[config.mk]
export PLATFORM = sky130hd
export DESIGN_NAME = base64_decoder
export DESIGN_NICKNAME = d
export VERILOG_FILES = /design/src/sv/b64d_pkg.sv /design/src/sv/base64_decoder.sv /design/src/sv/b64d_fifo.sv /design/src/sv/b64d_front.sv /design/src/sv/b64d_back.sv
export SDC_FILE = /design/constraint.sdc
export NUM_CORES = 1
export LEC_CHECK = 0
export BUFFER_PORTS_ARGS = -buffer_cell sky130_fd_sc_hd__buf_2
export CORE_UTILIZATION = 30
export CTS_CLUSTER_DIAMETER = 120
export CTS_CLUSTER_SIZE = 12
export DETAILED_ROUTE_END_ITERATION = 6
export REMOVE_ABC_BUFFERS = 1
export SKIP_LAST_GASP = 1
export SLEW_MARGIN = 20
export SYNTH_ARGS = -nofsm -noshare
export SYNTH_HDL_FRONTEND = slang
export SYNTH_SLANG_ARGS = --single-unit
[constraint.sdc]
create_clock -name clk_i -period 3.2 [get_ports clk_i]
set_clock_uncertainty 0.2 [all_clocks]
set_input_delay 0.32 -clock clk_i [delete_from_list [all_inputs] [get_ports clk_i]]
set_output_delay 0.32 -clock clk_i [all_outputs]
set_load 0.05 [all_outputs]
[src/sv/b64d_pkg.sv]
// Shared types and codes for the Base64 stream decoder.
`timescale 1ns / 1ps
package b64d_pkg;

  // Result kind as seen on the result port.
  typedef enum logic [1:0] {
    KindData  = 2'd0,
    KindEnd   = 2'd1,
    KindError = 2'd2
  } kind_e;

  // Class of one input character, decided by the front end.
  typedef enum logic [1:0] {
    ClsSym = 2'd0,
    ClsPad = 2'd1,
    ClsBad = 2'd2
  } cls_e;

  // Classified character as it travels from the front end to the back end.
  typedef struct packed {
    cls_e       cls;
    logic [5:0] value;
    logic       last;
  } item_t;

  // One result as held in the output queue.
  typedef struct packed {
    logic [7:0] data;
    kind_e      kind;
    logic       last;
  } result_t;

  // Position within a group of four characters.
  typedef enum logic [3:0] {
    Grp0 = 4'b0001,
    Grp1 = 4'b0010,
    Grp2 = 4'b0100,
    Grp3 = 4'b1000
  } grp_e;

endpackage

[src/sv/base64_decoder.sv]
// Top level of the streaming Base64 decoder.
//
//   Channel   Direction  Handshake          Payload
//   input     in         push_i / full_o    char_i, last_i
//   result    out        pop_i / empty_o    byte_o, kind_o, last_o
//
// One character is taken per clock cycle when neither queue backs up.
// A result reaches the ports through the classification and output queues:
// the back end takes the classification queue head and writes the output queue.
// A stalled result side fills the output queue first, then the classification
// queue, and only then raises full_o.
// Reset clears both queues and the group state; no clearing pass is needed.
`timescale 1ns / 1ps
module base64_decoder #(
  parameter int unsigned QueueDepth = 2
) (
  input  logic       clk_i,
  input  logic       rst_ni,
  input  logic       push_i,
  output logic       full_o,
  input  logic [7:0] char_i,
  input  logic       last_i,
  output logic       empty_o,
  input  logic       pop_i,
  output logic [7:0] byte_o,
  output logic [1:0] kind_o,
  output logic       last_o
);
  import b64d_pkg::*;

  localparam int unsigned ItemW = $bits(item_t);
  localparam int unsigned ResW  = $bits(result_t);

  item_t   front_item;
  item_t   back_item;
  logic    mid_empty;
  logic    mid_pop;
  logic    res_full;
  logic    res_push;
  result_t res_new;
  result_t res_head;

  b64d_front u_front (
    .char_i (char_i),
    .last_i (last_i),
    .item_o (front_item)
  );

  b64d_fifo #(
    .Depth (QueueDepth),
    .Width (ItemW)
  ) u_mid_fifo (
    .clk_i   (clk_i),
    .rst_ni  (rst_ni),
    .push_i  (push_i),
    .data_i  (front_item),
    .full_o  (full_o),
    .pop_i   (mid_pop),
    .data_o  (back_item),
    .empty_o (mid_empty)
  );

  b64d_back u_back (
    .clk_i        (clk_i),
    .rst_ni       (rst_ni),
    .item_valid_i (!mid_empty),
    .item_i       (back_item),
    .item_pop_o   (mid_pop),
    .res_full_i   (res_full),
    .res_push_o   (res_push),
    .res_o        (res_new)
  );

  b64d_fifo #(
    .Depth (QueueDepth),
    .Width (ResW)
  ) u_res_fifo (
    .clk_i   (clk_i),
    .rst_ni  (rst_ni),
    .push_i  (res_push),
    .data_i  (res_new),
    .full_o  (res_full),
    .pop_i   (pop_i),
    .data_o  (res_head),
    .empty_o (empty_o)
  );

  assign byte_o = res_head.data;
  assign kind_o = res_head.kind;
  assign last_o = res_head.last;

endmodule

[src/sv/b64d_fifo.sv]
// Small synchronous queue used between the decoder stages and at the output.
`timescale 1ns / 1ps
module b64d_fifo #(
  parameter int unsigned Depth = 2,
  parameter int unsigned Width = 8
) (
  input  logic             clk_i,
  input  logic             rst_ni,
  input  logic             push_i,
  input  logic [Width-1:0] data_i,
  output logic             full_o,
  input  logic             pop_i,
  output logic [Width-1:0] data_o,
  output logic             empty_o
);
  localparam int unsigned PtrW = (Depth > 1) ? $clog2(Depth) : 1;
  localparam int unsigned CntW = $clog2(Depth + 1);

  logic [Width-1:0] mem_q [Depth];
  logic [PtrW-1:0]  wr_ptr_q, wr_ptr_d;
  logic [PtrW-1:0]  rd_ptr_q, rd_ptr_d;
  logic [CntW-1:0]  count_q, count_d;
  logic             push_ok, pop_ok;

  assign full_o  = (count_q == CntW'(Depth));
  assign empty_o = (count_q == '0);
  assign push_ok = push_i && !full_o;
  assign pop_ok  = pop_i && !empty_o;
  assign data_o  = mem_q[rd_ptr_q];

  always_comb begin
    wr_ptr_d = wr_ptr_q;
    rd_ptr_d = rd_ptr_q;
    if (push_ok) begin
      wr_ptr_d = (wr_ptr_q == PtrW'(Depth - 1)) ? '0 : wr_ptr_q + PtrW'(1);
    end
    if (pop_ok) begin
      rd_ptr_d = (rd_ptr_q == PtrW'(Depth - 1)) ? '0 : rd_ptr_q + PtrW'(1);
    end
    count_d = count_q + CntW'(push_ok) - CntW'(pop_ok);
  end

  always_ff @(posedge clk_i or negedge rst_ni) begin
    if (!rst_ni) begin
      wr_ptr_q <= '0;
      rd_ptr_q <= '0;
      count_q  <= '0;
    end else begin
      wr_ptr_q <= wr_ptr_d;
      rd_ptr_q <= rd_ptr_d;
      count_q  <= count_d;
    end
  end

  always_ff @(posedge clk_i) begin
    if (push_ok) begin
      mem_q[wr_ptr_q] <= data_i;
    end
  end

endmodule

[src/sv/b64d_front.sv]
// Front end: maps one raw character to its class and six-bit symbol value.
`timescale 1ns / 1ps
module b64d_front (
  input  logic              [7:0] char_i,
  input  logic                    last_i,
  output b64d_pkg::item_t         item_o
);
  import b64d_pkg::*;

  localparam logic [7:0] CharUpperA = 8'h41;
  localparam logic [7:0] CharUpperZ = 8'h5A;
  localparam logic [7:0] CharLowerA = 8'h61;
  localparam logic [7:0] CharLowerZ = 8'h7A;
  localparam logic [7:0] CharDigit0 = 8'h30;
  localparam logic [7:0] CharDigit9 = 8'h39;
  localparam logic [7:0] CharPlus   = 8'h2B;
  localparam logic [7:0] CharSlash  = 8'h2F;
  localparam logic [7:0] CharPad    = 8'h3D;
  localparam logic [7:0] LowerBase  = 8'd26;
  localparam logic [7:0] DigitBase  = 8'd52;
  localparam logic [5:0] PlusValue  = 6'd62;
  localparam logic [5:0] SlashValue = 6'd63;

  logic [7:0] sum;

  always_comb begin
    sum          = '0;
    item_o.cls   = ClsBad;
    item_o.value = '0;
    item_o.last  = last_i;
    if (char_i inside {[CharUpperA:CharUpperZ]}) begin
      item_o.cls   = ClsSym;
      sum          = char_i - CharUpperA;
      item_o.value = sum[5:0];
    end else if (char_i inside {[CharLowerA:CharLowerZ]}) begin
      item_o.cls   = ClsSym;
      sum          = char_i - CharLowerA + LowerBase;
      item_o.value = sum[5:0];
    end else if (char_i inside {[CharDigit0:CharDigit9]}) begin
      item_o.cls   = ClsSym;
      sum          = char_i - CharDigit0 + DigitBase;
      item_o.value = sum[5:0];
    end else if (char_i == CharPlus) begin
      item_o.cls   = ClsSym;
      item_o.value = PlusValue;
    end else if (char_i == CharSlash) begin
      item_o.cls   = ClsSym;
      item_o.value = SlashValue;
    end else if (char_i == CharPad) begin
      item_o.cls   = ClsPad;
    end
  end

endmodule

[src/sv/b64d_back.sv]
// Back end: group state, bit packing and result generation for each character.
`timescale 1ns / 1ps
module b64d_back (
  input  logic              clk_i,
  input  logic              rst_ni,
  input  logic              item_valid_i,
  input  b64d_pkg::item_t   item_i,
  output logic              item_pop_o,
  input  logic              res_full_i,
  output logic              res_push_o,
  output b64d_pkg::result_t res_o
);
  import b64d_pkg::*;

  grp_e       grp_q, grp_d;
  logic [5:0] held_q, held_d;
  logic       pad_q, pad_d;
  logic       err_q, err_d;
  logic       take;
  logic       emit;

  assign take       = item_valid_i && !res_full_i;
  assign item_pop_o = take;
  assign res_push_o = take && emit;

  always_comb begin
    grp_d      = grp_q;
    held_d     = held_q;
    pad_d      = pad_q;
    err_d      = err_q;
    emit       = 1'b0;
    res_o.data = '0;
    res_o.kind = KindData;
    res_o.last = 1'b1;

    if (err_q) begin
      // Characters are swallowed until the end of the message.
    end else if (item_i.cls == ClsPad) begin
      pad_d = 1'b1;
      if (item_i.last) begin
        emit       = 1'b1;
        res_o.kind = KindEnd;
      end
    end else if (item_i.cls == ClsBad || pad_q) begin
      err_d      = 1'b1;
      emit       = 1'b1;
      res_o.kind = KindError;
    end else begin
      res_o.last = item_i.last;
      case (grp_q)
        Grp0: begin
          held_d = item_i.value;
          grp_d  = Grp1;
        end
        Grp1: begin
          res_o.data = {held_q, item_i.value[5:4]};
          held_d     = {2'b00, item_i.value[3:0]};
          grp_d      = Grp2;
          emit       = 1'b1;
        end
        Grp2: begin
          res_o.data = {held_q[3:0], item_i.value[5:2]};
          held_d     = {4'b0000, item_i.value[1:0]};
          grp_d      = Grp3;
          emit       = 1'b1;
        end
        Grp3: begin
          res_o.data = {held_q[1:0], item_i.value};
          held_d     = '0;
          grp_d      = Grp0;
          emit       = 1'b1;
        end
        default: begin
          grp_d = Grp0;
        end
      endcase
      // A last character that completes no byte still closes the message.
      if (!emit && item_i.last) begin
        emit       = 1'b1;
        res_o.kind = KindEnd;
        res_o.last = 1'b1;
      end
    end

    if (item_i.last) begin
      grp_d  = Grp0;
      held_d = '0;
      pad_d  = 1'b0;
      err_d  = 1'b0;
    end
  end

  always_ff @(posedge clk_i or negedge rst_ni) begin
    if (!rst_ni) begin
      grp_q  <= Grp0;
      held_q <= '0;
      pad_q  <= 1'b0;
      err_q  <= 1'b0;
    end else if (take) begin
      grp_q  <= grp_d;
      held_q <= held_d;
      pad_q  <= pad_d;
      err_q  <= err_d;
    end
  end

endmodule

After elaboration in Yosys (flattened, before gate mapping)
Memory sizes are Yosys's and may differ from the RTL's.
Cells that the tools add are included.
{"block": "op_classes", "muxes": 51, "add_sub_neg": 13, "eq_ne": 14, "order_cmp": 6, "n_reduce_logical": 24}
{"operator": "$mux 8", "n": 6}
{"operator": "$mux 6", "n": 5}
{"operator": "$mux 1", "n": 27}
{"operator": "$eq 8x6->1 const B", "n": 3}
{"operator": "$pmux 6 s4", "n": 1}
{"operator": "$pmux 8 s3", "n": 1}
{"operator": "$ge 8x7->1 const B", "n": 2}
{"operator": "$le 8x7->1 const B", "n": 2}
{"operator": "$mux 4", "n": 4}
{"operator": "$pmux 4 s3", "n": 1}
{"operator": "$sub 6x6->6 const B", "n": 2}
{"operator": "$mux 11", "n": 1}
{"operator": "$logic_and 1x1->1", "n": 10}
{"operator": "$mux 2", "n": 5}
{"operator": "$ge 8x6->1 const B", "n": 1}
{"operator": "$le 8x6->1 const B", "n": 1}
{"operator": "$add 6x5->6 const B", "n": 1}
{"operator": "$add 6x6->6 const B", "n": 1}
{"operator": "$eq 2x2->1 const B", "n": 3}
{"operator": "$ne 2x1->1 const B", "n": 3}
{"operator": "$sub 6x1->6 const B", "n": 1}
{"operator": "$logic_not 1->1", "n": 5}
{"operator": "$reduce_and 5->1", "n": 1}
{"operator": "$reduce_bool 5->1", "n": 1}
{"operator": "other kinds (14)", "n": 20}
{"block": "totals", "wordCells": 120, "n_memories": 2, "regBits": 20, "input_bits": 13, "out_inout_bits": 13, "ramBits": 40}
{"memory": "u_res_fifo.mem_q", "words": 2, "width": 11, "read_ports": 1, "rd_clocked_by_memory_dff": 0, "wr": 1, "line_no": "b64d_fifo.sv:19", "rtl": "logic [Width-1:0] mem_q [Depth];"}
{"memory": "u_mid_fifo.mem_q", "words": 2, "width": 9, "read_ports": 1, "rd_clocked_by_memory_dff": 0, "wr": 1, "line_no": "b64d_fifo.sv:19"}

Longest topological paths before layout
Gate-level depths: netlist (run 1).
{"block": "logic_depth", "depth_word": 16, "mapped_depth": 9, "ltp_nobuf": 7}

Modules after synthesis
From an unflattened synthesis (run 1), not the netlist that was laid out.
{"block": "hier_totals", "cells_unflattened": 288, "area_unflattened_um2": 3422.0}
{"mod": "b64d_fifo (u_res_fifo)", "cells_each": 52, "instances": 1, "seq_area_each_um2": 760.7, "area_each_um2": 996.0}
{"mod": "b64d_back", "cells_each": 110, "instances": 1, "seq_area_each_um2": 301.5, "area_each_um2": 957.2}
{"mod": "b64d_fifo (u_mid_fifo)", "cells_each": 46, "instances": 1, "seq_area_each_um2": 640.6, "area_each_um2": 849.6}
{"mod": "b64d_front", "cells_each": 79, "instances": 1, "seq_area_each_um2": 0.0, "area_each_um2": 615.6}
{"mod": "base64_decoder", "cells_each": 1, "instances": 1, "seq_area_each_um2": 0.0, "area_each_um2": 3.8}

Least setup slack after synthesis (run 1)
Ideal clock, no wire load.
{"block": "synth_path", "kind": "reg2reg", "start": "register u_res_fifo.count_q[1]", "end": "register u_res_fifo.count_q[1]", "arrival_time_ns": 2.014, "required_time_ns": 2.877, "path_stages_with_launch": 8, "synth_period_minus_slack_ns": 2.337, "path_buffers": 0, "setup_time_ns": 0.123, "path_slack_ns": 0.863, "cell_sequence": "dfrtp_1 nor2_1 nor2b_1 ha_1 inv_1 ha_1 xnor2_1 xnor2_1"}
{"block": "synth_via", "word_cells_on_any_way": 10, "cone_classes": "add/sub (2); eq/ne (1); reduce/logical (7)"}
{"element": "start, declared", "line_no": "b64d_fifo.sv:22", "rtl": "logic [CntW-1:0] count_q, count_d;"}
{"element": "start signal, assigned", "line_no": "b64d_fifo.sv:51", "rtl": "count_q <= count_d;"}
{"element": "$logic_not 2->1", "line_no": "b64d_fifo.sv:26", "rtl": "assign empty_o = (count_q == '0);"}
{"element": "net empty_o", "line_no": "base64_decoder.sv:23", "rtl": "output logic empty_o,"}
{"element": "$logic_not 1->1", "line_no": "b64d_fifo.sv:28", "rtl": "assign pop_ok = pop_i && !empty_o;"}
{"element": "$logic_and 1x1->1", "line_no": "b64d_fifo.sv:28"}
{"element": "net u_res_fifo.pop_ok", "line_no": "b64d_fifo.sv:23", "rtl": "logic push_ok, pop_ok;"}
{"element": "$sub 2x1->2", "line_no": "b64d_fifo.sv:40", "rtl": "count_d = count_q + CntW'(push_ok) - CntW'(pop_ok);"}
{"element": "net u_res_fifo.count_d[1]", "line_no": "b64d_fifo.sv:22"}
The timed path passes the listed nets, and every way through them passes these cells.
A chain may end at the register's enable or synchronous reset.

Worst setup path after layout (run 1)
{"block": "layout_path", "start": "register u_mid_fifo.rd_ptr_q", "end": "memory u_res_fifo.mem_q[0][2] in the netlist's numbering (enable)"}
{"block": "layout_via", "elab_chain_len": 10, "word_cells_on_any_way": 14, "cone_classes": "eq/ne (2); mux (7); reduce/logical (4); memory (1)"}
{"element": "start, declared", "line_no": "b64d_fifo.sv:21", "rtl": "logic [PtrW-1:0] rd_ptr_q, rd_ptr_d;"}
{"element": "start signal, assigned", "line_no": "b64d_fifo.sv:50", "rtl": "rd_ptr_q <= rd_ptr_d;"}
{"element": "$mem_v2 2x9 *"}
{"element": "$eq 2x2->1 / $logic_and 1x1->1 (equally long branches)", "line_no": "b64d_back.sv:44, b64d_back.sv:78"}
{"element": "$logic_or 1x1->1 / $mux 1 (equally long branches)", "line_no": "b64d_back.sv:44, b64d_back.sv:78"}
{"element": "$mux 1", "line_no": "b64d_back.sv:44", "rtl": "end else if (item_i.cls == ClsBad || pad_q) begin"}
{"element": "$mux 1 *", "line_no": "b64d_back.sv:38", "rtl": "end else if (item_i.cls == ClsPad) begin"}
{"element": "$mux 1 *", "line_no": "b64d_back.sv:36", "rtl": "if (err_q) begin"}
{"element": "$logic_and 1x1->1 *", "line_no": "b64d_back.sv:24", "rtl": "assign res_push_o = take && emit;"}
{"element": "$logic_and 1x1->1 *", "line_no": "b64d_fifo.sv:27", "rtl": "assign push_ok = push_i && !full_o;"}
{"element": "$mux 1 *", "line_no": "b64d_fifo.sv:56", "rtl": "if (push_ok) begin"}
{"element": "$mux 1 (implied by the code) *", "line_no": "b64d_fifo.sv:57", "rtl": "mem_q[wr_ptr_q] <= data_i;"}
{"element": "end, declared", "line_no": "b64d_fifo.sv:19"}
Every way passes the cells marked *; elsewhere a longest branch is shown, timed or not.

==> results of run 1 <==
## synth_stat cells, types with 2 or more instances
master     n
a22o_1     6
nor3_1     4
xnor2_1    7
a211oi_1   2
o21ai_0   12
a221oi_1   2
a32o_1     2
a22oi_1    3
a21oi_1   11
nor3b_1    2
a21o_1     5
inv_1     15
nor2_1    22
nand3_1    6
edfxtp_1  40
a211o_1    2
clkbuf_1   6
and3_1     2
ha_1      13
a222oi_1   6
and2_1     2
nand2b_1   3
o21a_1     2
o21ai_1    2
xor2_1     3
nand4_1    2
nand2_1   11
nor2b_1    9
nor4b_2    4
mux2_2    18
dfrtp_1   19
## layout make-up
cell class / instances / area share (%)
multi-input combinational: 179 / 36.96
clock inverter: 6 / 2.125
inverter: 15 / 1.543
timing repair buffer: 29 / 4.388
tap: 133 / 4.559
clock buffer: 10 / 3.771
sequential: 60 / 46.66
## worst register-to-register path, delay by kind of cell, from the launching register on
family	cells	cell delay, ns
DFF	1	0.49
and+or+nand+nor	2	1.08
AOI/OAI and AO/OA	3	0.57
## flip-flops by register name, indices dropped and copies added (netlist names)
signal,cells
u_back.grp_q,4
u_back.pad_q,1
u_mid_fifo.rd_ptr_q,1
u_res_fifo.mem_q,22
u_mid_fifo.wr_ptr_q,1
u_back.err_q,1
u_back.held_q,6
u_mid_fifo.mem_q,18
u_mid_fifo.count_q,2
u_res_fifo.rd_ptr_q,1
u_res_fifo.count_q,2
u_res_fifo.wr_ptr_q,1
## worst min path at each step
| stage | startpoint | end | slack, ns |
|---|---|---|---|
| after floorplan | rst_ni | u_back.err_q$_DFFE_PN0P_ | -0.18 |
| after global placement | rst_ni | u_res_fifo.rd_ptr_q$_DFFE_PN0P_ | 0.10 |
| after detailed placement | rst_ni | u_res_fifo.rd_ptr_q$_DFFE_PN0P_ | 0.10 |
| after CTS | push_i | u_mid_fifo.wr_ptr_q$_DFFE_PN0P_ | 0.09 |
| after global routing | push_i | u_mid_fifo.wr_ptr_q$_DFFE_PN0P_ | 0.12 |
| final | push_i | u_mid_fifo.wr_ptr_q$_DFFE_PN0P_ | 0.1 |
## report_power, final
group	internal (uW)	leakage (uW)	total, uW	switching, uW
registers	1130	0.000627	1300	169
logic	473	0.000689	1320	850
clock network	451	0.000111	731	279
total	2060	0.00143	3360	1300
## cells by family (layout without fill, tap and decap cells)
kind of cell	count (synthesis)	in the layout	share of synthesized area, %
AO/OA/AOI/OAI	63	63	14.39
adder cells (fa/ha/maj)	13	13	5.181
multiplexers	19	19	6.775
buffers and inverters	23	60	2.790
XOR/XNOR	10	10	2.790
flip-flops	60	60	54.24
AND/OR/NAND/NOR	74	74	13.83
## routing by layer
layer | vias up | GRT usage [%] | share of wire, %
met3 | 8 | 2.569 | 4.1
met2 | 49 | 17.93 | 47
li1 | 1057 | - | -
met5 | - | 0 | 0
met4 | 0 | 6.939 | 1.6
met1 | 1033 | 14.77 | 48
## per-stage QoR
step	total power [uW]	instance area, um2	util (%)	hold WS (ns)
finish	3355	3650	36.66	0.09697
global route	3585	3650	36.66	0.1150
CTS	3398	3650	36.66	0.08542
detailed placement	2650	3415	34.30	0.1027
global placement	2631	3415	34.30	0.1005
floorplan	2335	3108	-	-0.1756
==> results.cfg, run 1 <==
[status]
status = complete, no violations

[sta]
fin_ws_ns = 0.4777
maxSlewHeadroom_pct = 36.77
finalCritPeriodShare_pct = 85.07
grt_setup_unrepaired = false
finalSetupTns_ns = 0
hold_violations = 0
tightest_slew_ns = 0.9466
setup_viol = 0
period_needed_ns = 2.722
drv_slew = 0
fmax_mhz = 367.3

[floorplan]
coreArea_um2 = 9955
row_count = 36
die_w_um = 104.3
die-area_um2 = 10880
die_y_um = 104.3
initial_core_util_pct = 31.54
floorplan.io_pins = 26

[power_and_ir_drop]
ir_drop_uv = 487.2
p_leak_uw = 0.001428
power.density_nw_per_um2 = 919.3

[worst_setup_path]
r2r_slack_ns = 0.48
path_class = flop to flop
max_stage_delay_ns = 0.77
worst-path-stages = 5
worstPathArrival_ns = 2.48
reg2reg_depth = 5
crit_start = u_mid_fifo.rd_ptr_q$_DFFE_PN0P_
cp_data_required_time_ns = 2.95
critPathMaxFanout = 11
r2r-end = u_res_fifo.mem_q[0][2]$_DFFE_PP_
slowest_stage = nor2b_1
cp-end-kind = flop
path_cells = nor3b_1 -> a211oi_1 -> a21oi_1 -> o21a_1 -> nor2b_1
rr_startpoint = u_mid_fifo.rd_ptr_q$_DFFE_PN0P_
cp_num_buf_inv = 0
cp-endpoint = u_res_fifo.mem_q[0][2]$_DFFE_PP_
worst_path_dominant_cell_family = simple AND/OR/NAND/NOR gates
cp-start-kind = flop

[clocking]
numClockSinks = 60
cts_resized = 0
ctsHoldBuffers = 2
numCtsBuffers = 9
cts.clk_slew.worst_paths_ns = 0.06
cts_tree = done
root_buffer = clkbuf_8
cts_buffer_depth = 2
cts_setup_buffers = 0
cts_htree_levels = 3
clkLatencyLatePin_ns = 0.33

[global_route]
grt_overflow = 0
antenna_found_initial = 0
grt_pass1_vias = 2081
grt_first_pass_wirelength_um = 9949
grt_use_total_pct = 11.59
grt_max_degree = 21

[placed_design]
dp_hpwl_um = 4173
gp_congestion = 0.8371
dp_slack_ns = 0.4515
dp_cells = 414
port_buffers = 25

[logic_synthesis]
ys_async_sr_fraction_pct = 33.33
synth_area_leader_cell = edfxtp_1
synth_cells = 262
ys.flop_type = edfxtp_1
synth_top_area_share_pct = 38.26
synth_area_per_cell_um2 = 11.98
synth-seq-cells = 60
ys_top_cells_by_area = edfxtp_1 (38%), dfrtp_1 (15%), mux2_2 (6.5%), ha_1 (5.2%), nor2_1 (2.6%)
ys_warn_count = 0
synth_cell_types = 50
yosysSeqAreaShare_pct = 54.24
synth_edf_count = 40
netlist_area_um2 = 3139

[final_layout]
areaGrowthSynthToFinish_pct = 16.26
drive_gt1_share_pct = 23.08
multi_input_area_um2 = 1349
seqCellArea_um2 = 1703
fillers = 977
mostFrequentLayoutCells = edfxtp_1 (40), buf_2 (25), nor2_1 (22)
final_net_count = 320
antennaDiodeCount = 0
fin_cells = 432
layout_commonest_cell = edfxtp_1

[drt]
drt_iter0_drc = 95
wl_per_cell_um = 13.50
routed_wl_um = 5834
vias = 2147
drc = 0
ant_nets = 0
dr.pass1.iters = 4
drt-vias-per-instance = 4.970

[min_path]
hold_class = input pin to flop
whs_path_depth = 3

[job]
drv_cap = 0
(Power assumes the default switching activity.)
==> run 2, diff against run 1 <==
CTS_BUF_LIST = sky130_fd_sc_hd__clkbuf_4   (was default)
==> run 2 against run 1 <==
Total power fell by 4.8%. First-iteration DRC count grew 40%. Fmax shrank 0.41%. Worst hold slack lost 0.062 ns. Routed wire length increased by 0.29%. Combinational power hardly changed. Global-route usage fell by 0.11 points. Flip-flop and latch count is the same. Critical path depth stayed put. Sequential power barely moved. Setup slack got worse by 0.011 ns.
==> results.cfg, run 2 (same netlist as run 1, synthesis figures left out) <==
[final_layout]
drive_gt1_share_pct = 22.74
antennaDiodeCount = 0
top_register = u_res_fifo.mem_q
fin_cells = 432
fin_util_pct = 36.00
layout_commonest_cell = edfxtp_1
final_net_count = 320
final_area_um2 = 3583
mostFrequentLayoutCells = edfxtp_1 (40), buf_2 (25), nor2_1 (22)
areaGrowthSynthToFinish_pct = 14.15
reg_top3 = u_res_fifo.mem_q: 22 flops, u_mid_fifo.mem_q: 18 flops, u_back.held_q: 6 flops
fillers = 988
largest_reg_flops = 22

[clocking]
cts_setup_buffers = 0
root_buffer = clkbuf_4
clkLatencyLatePin_ns = 0.40
numCtsBuffers = 9
cts_htree_levels = 3
cts_tree = done
cts.clk_slew.worst_paths_ns = 0.09
cts_buffer_depth = 2
numClockSinks = 60

[drt]
wl_per_cell_um = 13.54
drc = 0
vias = 2165
drt-vias-per-instance = 5.012
routed_wl_um = 5851
ant_nets = 0
dr.pass1.iters = 5
drt_iter0_drc = 133

[floorplan]
initial_core_util_pct = 31.54
die_w_um = 104.3
die_y_um = 104.3
die-area_um2 = 10880
coreArea_um2 = 9955
floorplan.io_pins = 26
row_count = 36

[placed_design]
port_buffers = 25
dp_hpwl_um = 4173
gp_congestion = 0.8371
dp_cells = 414
placed_cell_area_um2 = 3415

[worst_setup_path]
path_class = flop to flop
slowest_stage = nor2b_1
cp-end-kind = flop
crit_start = u_mid_fifo.rd_ptr_q$_DFFE_PN0P_
rr_startpoint = u_mid_fifo.rd_ptr_q$_DFFE_PN0P_
critPathMaxFanout = 11
worstPathArrival_ns = 2.55
cp-start-kind = flop
max_stage_delay_ns = 0.78
cp_num_buf_inv = 0
worst_path_dominant_cell_family = simple AND/OR/NAND/NOR gates
path_cells = nor3b_1 -> a211oi_1 -> a21oi_1 -> o21a_1 -> nor2b_1
cp_data_required_time_ns = 3.02

[global_route]
use_met3_pct = 2.569
grt_overflow = 0
grt_pass1_vias = 2081
grt_use_total_pct = 11.48
grt_first_pass_wirelength_um = 9894
met2_usage_pct = 18.07
grt_max_degree = 21
met1_usage_pct = 14.57
top_usage_layer = met2
antenna_found_initial = 0

[sta]
tightest_slew_ns = 0.9560
maxSlewHeadroom_pct = 36.14
setup_viol = 0
drv_slew = 0
period_needed_ns = 2.733
grt_setup_unrepaired = false
hold_violations = 0
fmax_mhz = 365.8
finalCritPeriodShare_pct = 85.42
finalSetupTns_ns = 0

[job]
drv_cap = 0

[min_path]
hold_class = input pin to flop
min-delay-start = push_i

[power_and_ir_drop]
ir_drop_uv = 467.8
power.total_uw = 3195
p_leak_uw = 0.001399
power.density_nw_per_um2 = 891.6

[status]
status = complete, no violations
[run 2: changes by cell type in the layout (fill, tap and decap cells not counted), sizes merged]
cell and delta:
clkinv +1, clkbuf -1
[run 2: cell type report]
type                       instances  area, um2  share of cell area, %
tap                              133      166.4                  4.644
clock inverter                     7      81.33                  2.270
clock buffer                       9      67.56                  1.885
sequential                        60       1703                  47.52
timing repair buffer              29      160.2                  4.469
inverter                          15      56.30                  1.571
multi-input combinational        179       1349                  37.64
[run 2: worst paths after layout]
check	endpoint	cells after the start	slack [ns]
setup / recovery	u_res_fifo.mem_q[0][1]$_DFFE_PP_	5	0.47
setup reg to reg	u_res_fifo.mem_q[0][1]$_DFFE_PP_	5	0.47
hold reg to reg	u_res_fifo.wr_ptr_q$_DFFE_PN0N_	1	0.29
max in group asynchronous	u_back.grp_q[0]$_DFFE_PN1P_	2	2.25
hold / removal	u_mid_fifo.wr_ptr_q$_DFFE_PN0P_	3	0.04
min in group asynchronous	u_back.held_q[4]$_DFFE_PN0P_	2	0.20
[run 2: stage by stage]
| step | setup slack (ns) | hold WS [ns] |
|---|---|---|
| 2_1_floorplan | 0.4953 | -0.1756 |
| 3_3_place_gp | 0.5481 | 0.1005 |
| 3_5_place_dp | 0.4515 | 0.1027 |
| 4_1_cts | 0.4288 | 0.006965 |
| 5_1_grt | 0.2312 | 0.03847 |
| 6_report | 0.4666 | 0.03512 |
[run 2: timing repair]
item	CTS	global route
resized for setup	0	0
hold endpoints to repair	22	0
hold buffers	2	0
[run 2: layer usage]
layer,routed length (um),vias to the layer above
li1,-,1063
met1,2765,1043
met2,2812,57
met3,246,2
met4,27,0
met5,0,-
[run 2: report_power, final]
| part | switching [uW] | internal, uW |
|---|---|---|
| sequential | 168 | 1130 |
| combinational | 850 | 473 |
| clock | 266 | 307 |
[run 2: worst register-to-register path, stage by stage (launching register included)]
cell      delay [ns]
dfrtp_1         0.50
nor3b_1         0.32
a211oi_1        0.14
a21oi_1         0.23
o21a_1          0.20
nor2b_1         0.78
